[src/hdl/spc_pkg.sv]
`timescale 1ns / 1ps

package spc_pkg;

  localparam int LEGS_DEF  = 6;
  localparam int GRIP_DEF  = 2;
  localparam int NTRIM     = 12;
  localparam int ANGLE_MAX = 180;

  // hip collision window
  localparam logic [7:0] CLAMP_LO = 8'd85;
  localparam logic [7:0] CLAMP_HI = 8'd100;

  localparam logic        TRIM_EN_RST   = 1'b1;
  localparam logic [11:0] PULSE_MIN_RST = 12'd150;
  localparam logic [11:0] PULSE_MAX_RST = 12'd600;
  localparam logic [7:0]  TRIM_MID_RST  = 8'd127;

  // x/180 == (x>>2)/45 == ((x>>2) * RECIP_M) >> RECIP_SHIFT for x < 2^20
  localparam logic [18:0] RECIP_M     = 19'd372828;
  localparam int          RECIP_SHIFT = 24;

  typedef enum logic [1:0] {
    OP_SET    = 2'd0,
    OP_BEGIN  = 2'd1,
    OP_COMMIT = 2'd2,
    OP_TRIM   = 2'd3
  } op_t;

  typedef enum logic [1:0] {
    CFG_TRIM_EN   = 2'd0,
    CFG_PULSE_MIN = 2'd1,
    CFG_PULSE_MAX = 2'd2,
    CFG_TRIM_MID  = 2'd3
  } cfg_idx_t;

  typedef struct packed {
    logic        trim_enable;
    logic [11:0] pulse_min;
    logic [11:0] pulse_max;
    logic [7:0]  trim_mid;
  } cfg_t;

  typedef struct packed {
    logic       start;
    logic [7:0] angle;
    logic [7:0] trim;
    logic       use_trim;
  } pulse_req_t;

  typedef struct packed {
    logic        done;
    logic [11:0] value;
  } pulse_rsp_t;

endpackage

[src/hdl/servo_pulse_commit_with_collision_clamp.sv]
`timescale 1ns / 1ps
// A set angle outside a transaction gives its pulse through the pulse unit and the output register.
// Commit first runs the hip clamp over each hip pair, then gives one pulse per servo in turn, held
// while the output stalls; begin, trim write and deferred set stay in the idle state.
// The shared multiplier in the pulse unit (two passes per pulse) and the single angle
// read/write port set the pace of a run. Commands are stalled while a run is in progress.
// Sync reset: angles 0, trims 127, no transaction open, config back to its defaults.

module servo_pulse_commit_with_collision_clamp import spc_pkg::*; #(
  parameter int LEGS        = LEGS_DEF,
  parameter int GRIP_SERVOS = GRIP_DEF
) (
  input  logic        clk,
  input  logic        rst,
  input  logic        cfg_we,
  input  logic [1:0]  cfg_index,
  input  logic [11:0] cfg_data,
  input  logic        cmd_valid,
  output logic        cmd_stall,
  input  logic [1:0]  op,
  input  logic [3:0]  servo,
  input  logic [7:0]  angle,
  input  logic [7:0]  trim_value,
  output logic        res_valid,
  input  logic        res_stall,
  output logic [3:0]  channel,
  output logic [11:0] pulse,
  output logic        last
);

  localparam int NSERVO = 2 * LEGS + GRIP_SERVOS;
  localparam int CW     = $clog2(NSERVO);
  localparam int HW     = $clog2(LEGS);

  typedef enum logic [6:0] {
    S_IDLE  = 7'b0000001,
    S_RD_A  = 7'b0000010,
    S_RD_B  = 7'b0000100,
    S_WR_A  = 7'b0001000,
    S_WR_B  = 7'b0010000,
    S_PULSE = 7'b0100000,
    S_WAIT  = 7'b1000000
  } state_t;

  state_t        state;
  cfg_t          cfg;
  logic [7:0]    angles [NSERVO];
  logic [7:0]    trims  [NTRIM];
  logic          deferred;
  logic [HW-1:0] hip;
  logic [CW-1:0] cur;
  logic          single;
  logic [7:0]    a_r;
  logic [7:0]    b_r;

  logic          cmd_acc;
  logic          take;
  logic [HW-1:0] hip_nxt;
  logic [CW-1:0] rd_idx;
  logic [7:0]    rd_angle;
  logic [3:0]    trim_idx;
  logic [7:0]    diff;
  logic [7:0]    adj;
  logic [7:0]    a_plus;
  logic [7:0]    b_minus;
  logic          clamp_hit;
  logic          wr_en;
  logic [CW-1:0] wr_idx;
  logic [7:0]    wr_data;
  logic [7:0]    angle_sat;
  logic          cur_last;
  pulse_req_t    pu_req;
  pulse_rsp_t    pu_rsp;

  assign cmd_stall = (state != S_IDLE);
  assign cmd_acc   = cmd_valid && (state == S_IDLE);
  assign take      = !res_valid || !res_stall;

  always_comb begin
    hip_nxt = (hip == HW'(LEGS - 1)) ? '0 : hip + 1'b1;
    case (state)
      S_RD_A:  rd_idx = CW'(hip);
      S_RD_B:  rd_idx = CW'(hip_nxt);
      default: rd_idx = cur;
    endcase
    rd_angle = angles[rd_idx];
    trim_idx = 4'(cur);

    diff      = b_r - a_r;
    clamp_hit = (a_r <= CLAMP_LO) && (b_r >= CLAMP_HI) && (diff > CLAMP_LO);
    adj       = ((diff - CLAMP_LO) >> 1) + 8'd1;
    a_plus    = a_r + adj;
    b_minus   = b_r - adj;

    angle_sat = (angle > 8'(ANGLE_MAX)) ? 8'(ANGLE_MAX) : angle;
    cur_last  = single || (cur == CW'(NSERVO - 1));

    wr_en   = 1'b0;
    wr_idx  = CW'(servo);
    wr_data = angle_sat;
    case (state)
      S_IDLE: wr_en = cmd_acc && (op_t'(op) == OP_SET) && (servo < NSERVO);
      S_WR_A: begin
        wr_en   = clamp_hit;
        wr_idx  = CW'(hip);
        wr_data = a_plus;
      end
      S_WR_B: begin
        wr_en   = clamp_hit;
        wr_idx  = CW'(hip_nxt);
        wr_data = b_minus;
      end
      default: wr_en = 1'b0;
    endcase

    pu_req.start    = (state == S_PULSE);
    pu_req.angle    = rd_angle;
    pu_req.use_trim = cfg.trim_enable && (int'(cur) < NTRIM);
    pu_req.trim     = (int'(cur) < NTRIM) ? trims[trim_idx] : TRIM_MID_RST;
  end

  spc_pulse_unit u_pulse (
    .clk  (clk),
    .rst  (rst),
    .cfg  (cfg),
    .req  (pu_req),
    .take (take),
    .rsp  (pu_rsp)
  );

  // config registers
  always_ff @(posedge clk) begin
    if (rst) begin
      cfg.trim_enable <= TRIM_EN_RST;
      cfg.pulse_min   <= PULSE_MIN_RST;
      cfg.pulse_max   <= PULSE_MAX_RST;
      cfg.trim_mid    <= TRIM_MID_RST;
    end else if (cfg_we) begin
      case (cfg_idx_t'(cfg_index))
        CFG_TRIM_EN:   cfg.trim_enable <= cfg_data[0];
        CFG_PULSE_MIN: cfg.pulse_min   <= cfg_data;
        CFG_PULSE_MAX: cfg.pulse_max   <= cfg_data;
        CFG_TRIM_MID:  cfg.trim_mid    <= cfg_data[7:0];
        default:       cfg.trim_enable <= cfg.trim_enable;
      endcase
    end
  end

  // angle and trim stores
  always_ff @(posedge clk) begin
    if (rst) begin
      for (int i = 0; i < NSERVO; i++) angles[i] <= 8'd0;
      for (int i = 0; i < NTRIM; i++) trims[i] <= TRIM_MID_RST;
    end else begin
      if (wr_en) angles[wr_idx] <= wr_data;
      if (cmd_acc && op_t'(op) == OP_TRIM && servo < NTRIM && servo < NSERVO) begin
        trims[servo] <= trim_value;
      end
    end
  end

  // sequencer
  always_ff @(posedge clk) begin
    if (rst) begin
      state    <= S_IDLE;
      deferred <= 1'b0;
      hip      <= '0;
      cur      <= '0;
      single   <= 1'b0;
    end else begin
      case (state)
        S_IDLE: if (cmd_acc) begin
          case (op_t'(op))
            OP_SET: if (servo < NSERVO && !deferred) begin
              cur    <= CW'(servo);
              single <= 1'b1;
              state  <= S_PULSE;
            end
            OP_BEGIN:  deferred <= 1'b1;
            OP_COMMIT: begin
              deferred <= 1'b0;
              hip      <= '0;
              state    <= S_RD_A;
            end
            default: state <= S_IDLE;
          endcase
        end
        S_RD_A: state <= S_RD_B;
        S_RD_B: state <= S_WR_A;
        S_WR_A: state <= S_WR_B;
        S_WR_B: begin
          if (hip == HW'(LEGS - 1)) begin
            cur    <= '0;
            single <= 1'b0;
            state  <= S_PULSE;
          end else begin
            hip   <= hip_nxt;
            state <= S_RD_A;
          end
        end
        S_PULSE: state <= S_WAIT;
        S_WAIT: if (pu_rsp.done && take) begin
          if (cur_last) begin
            state <= S_IDLE;
          end else begin
            cur   <= cur + 1'b1;
            state <= S_PULSE;
          end
        end
        default: state <= S_IDLE;
      endcase
    end
  end

  always_ff @(posedge clk) begin
    if (state == S_RD_A) a_r <= rd_angle;
    if (state == S_RD_B) b_r <= rd_angle;
  end

  // output register: the sequencer may go idle while the last beat waits
  always_ff @(posedge clk) begin
    if (rst) begin
      res_valid <= 1'b0;
    end else if (state == S_WAIT && pu_rsp.done && take) begin
      res_valid <= 1'b1;
    end else if (!res_stall) begin
      res_valid <= 1'b0;
    end
  end

  always_ff @(posedge clk) begin
    if (state == S_WAIT && pu_rsp.done && take) begin
      channel <= 4'(cur);
      pulse   <= pu_rsp.value;
      last    <= cur_last;
    end
  end

  a_commit_starts_clamp: assert property (@(posedge clk) disable iff (rst)
    cmd_acc && op_t'(op) == OP_COMMIT |=> state == S_RD_A && hip == '0)
    else $error("commit did not start the hip clamp");

  a_angle_in_range: assert property (@(posedge clk) disable iff (rst)
    state == S_PULSE || state == S_RD_A || state == S_RD_B |-> rd_angle <= 8'(ANGLE_MAX))
    else $error("stored angle above range");

  a_clamp_order: assert property (@(posedge clk) disable iff (rst)
    state == S_WR_A && clamp_hit |-> a_plus <= b_minus)
    else $error("clamp crossed the pair");

  a_done_only_waiting: assert property (@(posedge clk) disable iff (rst)
    pu_rsp.done |-> state == S_WAIT)
    else $error("pulse result with no run waiting");

endmodule

[src/hdl/spc_pulse_unit.sv]
`timescale 1ns / 1ps

module spc_pulse_unit import spc_pkg::*; (
  input  logic       clk,
  input  logic       rst,
  input  cfg_t       cfg,
  input  pulse_req_t req,
  input  logic       take,
  output pulse_rsp_t rsp
);

  typedef enum logic [3:0] {
    P_IDLE = 4'b0001,
    P_MUL1 = 4'b0010,
    P_MUL2 = 4'b0100,
    P_SUM  = 4'b1000
  } pstate_t;

  pstate_t            pstate;
  logic [7:0]         angle_r;
  logic [7:0]         trim_r;
  logic               use_trim_r;
  logic               neg;
  logic signed [39:0] prod;

  logic signed [12:0] span;
  logic signed [20:0] prod_lo;
  logic signed [20:0] mag;
  logic signed [19:0] mul_a;
  logic signed [19:0] mul_b;
  logic signed [39:0] product;
  logic [12:0]        quo;
  logic signed [14:0] squo;
  logic signed [14:0] trim_d;
  logic signed [14:0] sum;

  always_comb begin
    span    = $signed({1'b0, cfg.pulse_max}) - $signed({1'b0, cfg.pulse_min});
    prod_lo = prod[20:0];
    mag     = prod_lo[20] ? -prod_lo : prod_lo;
    // one multiplier: angle*span first, then the reciprocal of 180
    if (pstate == P_MUL1) begin
      mul_a = $signed({12'd0, angle_r});
      mul_b = $signed({{7{span[12]}}, span});
    end else begin
      mul_a = $signed({2'b00, mag[19:2]});
      mul_b = $signed({1'b0, RECIP_M});
    end
    product = mul_a * mul_b;

    quo    = prod[RECIP_SHIFT +: 13];
    squo   = neg ? -$signed({2'b00, quo}) : $signed({2'b00, quo});
    trim_d = use_trim_r ? ($signed({7'd0, trim_r}) - $signed({7'd0, cfg.trim_mid}))
                        : 15'sd0;
    sum    = $signed({3'd0, cfg.pulse_min}) + squo + trim_d;

    rsp.done = (pstate == P_SUM);
    if (sum < 0) begin
      rsp.value = 12'd0;
    end else if (sum > 15'sd4095) begin
      rsp.value = 12'hFFF;
    end else begin
      rsp.value = sum[11:0];
    end
  end

  always_ff @(posedge clk) begin
    if (rst) begin
      pstate <= P_IDLE;
    end else begin
      case (pstate)
        P_IDLE: if (req.start) pstate <= P_MUL1;
        P_MUL1: pstate <= P_MUL2;
        P_MUL2: pstate <= P_SUM;
        P_SUM:  if (take) pstate <= P_IDLE;
        default: pstate <= P_IDLE;
      endcase
    end
  end

  always_ff @(posedge clk) begin
    if (pstate == P_IDLE && req.start) begin
      angle_r    <= req.angle;
      trim_r     <= req.trim;
      use_trim_r <= req.use_trim;
    end
    if (pstate == P_MUL1) begin
      prod <= product;
    end
    if (pstate == P_MUL2) begin
      neg  <= prod[39];
      prod <= product;
    end
  end

endmodule
[config.mk]
export PLATFORM = sky130hd
export DESIGN_NAME = servo_pulse_commit_with_collision_clamp
export DESIGN_NICKNAME = d
export VERILOG_FILES = /design/src/hdl/spc_pkg.sv /design/src/hdl/servo_pulse_commit_with_collision_clamp.sv /design/src/hdl/spc_pulse_unit.sv
export SDC_FILE = /design/constraint.sdc
export NUM_CORES = 1
export LEC_CHECK = 0
export BUFFER_PORTS_ARGS = -buffer_cell sky130_fd_sc_hd__buf_2
export CAP_MARGIN = 20
export CORE_MARGIN = 3
export CORE_UTILIZATION = 35
export DETAILED_ROUTE_END_ITERATION = 16
export PLACE_DENSITY = 0.57
export SYNTH_ARGS = -nofsm -noshare
export SYNTH_HDL_FRONTEND = slang
export SYNTH_HIERARCHICAL = 1
export SYNTH_SLANG_ARGS = --single-unit
[constraint.sdc]
create_clock -name clk -period 7.4 [get_ports clk]
set_clock_uncertainty 0.2 [all_clocks]
set_input_delay 0.37 -clock clk [delete_from_list [all_inputs] [get_ports clk]]
set_output_delay 0.37 -clock clk [all_outputs]
set_load 0.1 [all_outputs]
==> reports/summary.txt <==
Outcome: complete, but fails checks
Failing checks: setup timing
Netlist Area Pre-Place: 33000 µm²
Number of buffers created by CTS: 45
Tcrit/Tclk final: 1.05
Die width: 313 µm
Vias per inst: 4.66
Vias in the first global route: 23600
Final Hold Fails: 0
Router iterations before antenna repair: 5
Met1 wire length: 36800 µm
LEAKAGE: 17.0 nW
Crit Path Class: reg2reg
Fin. max-slew vios: 0
Final setup viols: 15
PortBufs: 59
Synth-to-layout area growth: 21.4%
Post-synthesis sequential area ratio: 0.346
Async S/R FF share, synth: 0
Number of synthesized register bits: 400
CP required: 7.52 ns
Most common cell after layout, fill and taps aside: inv_1
Setup WS post-layout: -0.335 ns
WL met3: 2800 µm
Post-layout instance area: 40100 µm²
DP Area: 37200 µm²
H-Tree Depth: 2
Most frequent cells in the layout: inv_1, fa_1, edfxtp_1, buf_4, nor2_1
Iteration-0 DRC Markers: 1331
Syn Inst Count: 3070
Remaining DRCs: 0
ANT nets after route: 0
Core area: 93500 µm²
Detailed Route WL: 81500 µm
WP data arrival: 7.86 ns
First-pass GRT wire length: 131000 µm
CTS Sinks: 400
Worst skew pair latency: 0.59 ns
Worst-Margin Slew: 1.05 ns
Avg WL per Cell: 16.8 µm
Io pins: 60
Initial antenna violation count: 13
Share of layout cells above drive strength 1: 0.216
DR vias: 22600
Area of the die: 98100 µm²
Peak Freq: 129 MHz
Initial Util: 0.353
Layout Cells excl Fill: 4845
GRT overflow: 0
Clock transition at path regs: 0.07 ns
DIE HEIGHT: 313 µm
Placed wire-length estimate: 64400 µm
Routed wl met2: 40100 µm
Crit-path most repeated cell: fa_1
Slew headroom: 0.297
Final hold slack: 0.0979 ns
Worst setup SP type: register
Tmin final: 7.74 ns
Top delay family on crit path: adder cells
Synth warn: 6
DR top layer: met5
CTS root buf: clkbuf_16
Buf/Inv on CP: 3
Bufs on Longest Clock Path: 3
CP Capture Type: register
Worst-path maximum fanout: 3
CP peak stage delay: 0.57 ns
Final nets: 4126
CTS tree: yes
Total GRT Usage: 0.169
Slowest stage cell, crit path: or4_4
Unique masters post-synth: 100
# fillers: 8944
Largest net degree at the start of global routing: 72
Num rows: 112
RSZ-0062 raised after global routing: true
Post-Syn Area per Cell: 10.8 µm²
Ys flop type: edfxtp_1
Maxcap violations: 0
Post-synth EDFFs: 342
GPL Wtd Cong: 0.842
Worst Hold Class: in2reg
Pre-CTS setup slack: -0.690 ns
Placed Instances: 4704
Max VDD drop: 0.396 mV
Pwr dens: 303 nW/µm²
[area by class of cell]
class / count / area, µm² / share of cell area
Inverter: 545 / 2050 / 0.0511
Multi-Input combinational cell: 2184 / 20700 / 0.515
Tap cell: 1254 / 1570 / 0.0391
Clock buffer: 56 / 1210 / 0.0302
Clock inverter: 28 / 357 / 0.00890
Sequential cell: 400 / 11400 / 0.285
Timing Repair Buffer: 372 / 2790 / 0.0695
Antenna cell: 6 / 15.0 / 0.000375
[flip-flops by register name (all words and copies together) (netlist names), 3 cells and up, named ones only]
| name | flops |
|---|---|
| angles | 128 |
| trims | 128 |
| u_pulse/prod | 35 |
| cfg | 33 |
| pulse | 12 |
| a_r | 8 |
| b_r | 8 |
| u_pulse/angle_r | 8 |
| u_pulse/trim_r | 8 |
| state | 7 |
| channel | 4 |
| cur | 4 |
| u_pulse/pstate | 4 |
| hip | 3 |
[where the power goes]
part           internal [W]  total (W)  switching (W)
Sequential          0.00271    0.00274      0.0000267
Combinational       0.00347    0.00704        0.00357
Clock               0.00139    0.00236       0.000971
[through the flow]
stage | total power [W] | util | setup TNS, ns
3_5_place_dp | 0.00833 | 0.399 | -7.51
2_1_floorplan | 0.00633 | - | 0
6_report | 0.0121 | 0.429 | -3.05
5_1_grt | 0.0130 | 0.429 | -6.87
3_3_place_gp | 0.00837 | 0.399 | -6.75
4_1_cts | 0.0115 | 0.424 | -3.25
[Yosys cell counts, drive strengths merged, types with 24 or more instances]
cell,number,area (µm²)
edfxtp,342,10300
o21a,28,210
fa,367,7350
or2,94,588
nor2b,31,194
a21o,24,180
nor3,43,230
buf,25,205
nand3,56,295
o211ai,27,203
o21ai,72,368
clkbuf,67,251
nand2b,64,400
mux4,40,901
xnor2,55,482
nand2,227,852
xor2,48,420
dfxtp,58,1160
ha,170,2130
a21oi,108,544
mux2i,53,531
nor2,243,912
and2,30,188
inv,544,2040
[layer usage]
layer,up-vias,global-route usage
met3,109,0.0196
met4,10,0.0358
met5,-,0
met2,397,0.292
li1,11000,-
met1,11100,0.228
[logic make-up after synthesis]
family	synth area share
AND/OR/NAND/NOR	0.134
buffers and inverters	0.0758
adder cells (fa/ha/maj)	0.287
flip-flops	0.346
AO/OA/AOI/OAI	0.0798
multiplexers	0.0492
XOR/XNOR	0.0273
other	0.000341
[timing repair]
action / 4_1_cts / 5_1_grt
setup endpoints to repair: 17 / 18
buffers inserted: 13 / 13
pin swaps: 55 / 49
gates resized for setup: 127 / 82
hold buffers: 27 / 0
gates cloned: 1 / 0
endpoints found under the hold margin: 77 / 0
[final timing paths]
path | startpoint | end | slack, ns | cells after the start
worst max-delay path | u_pulse/prod[0]$_DFFE_PN_ | u_pulse/prod[38]$_DFFE_PN_ | -0.34 | 26
worst min-delay path | cfg_we | cfg[32]$_SDFFE_PP1P_ | 0.1 | 4
worst max register to register | u_pulse/prod[0]$_DFFE_PN_ | u_pulse/prod[38]$_DFFE_PN_ | -0.34 | 26
worst min register to register | cfg[23]$_SDFFE_PP0P_ | cfg[23]$_SDFFE_PP0P_ | 0.26 | 2
[tightest hold or removal path: cells and delay by family]
family	cells	cell delay (ns)
AO/OA/AOI/OAI	1	0.10
buffers and inverters	1	0.13
AND/OR/NAND/NOR	2	0.26
Power figures use the tool's default switching activity.
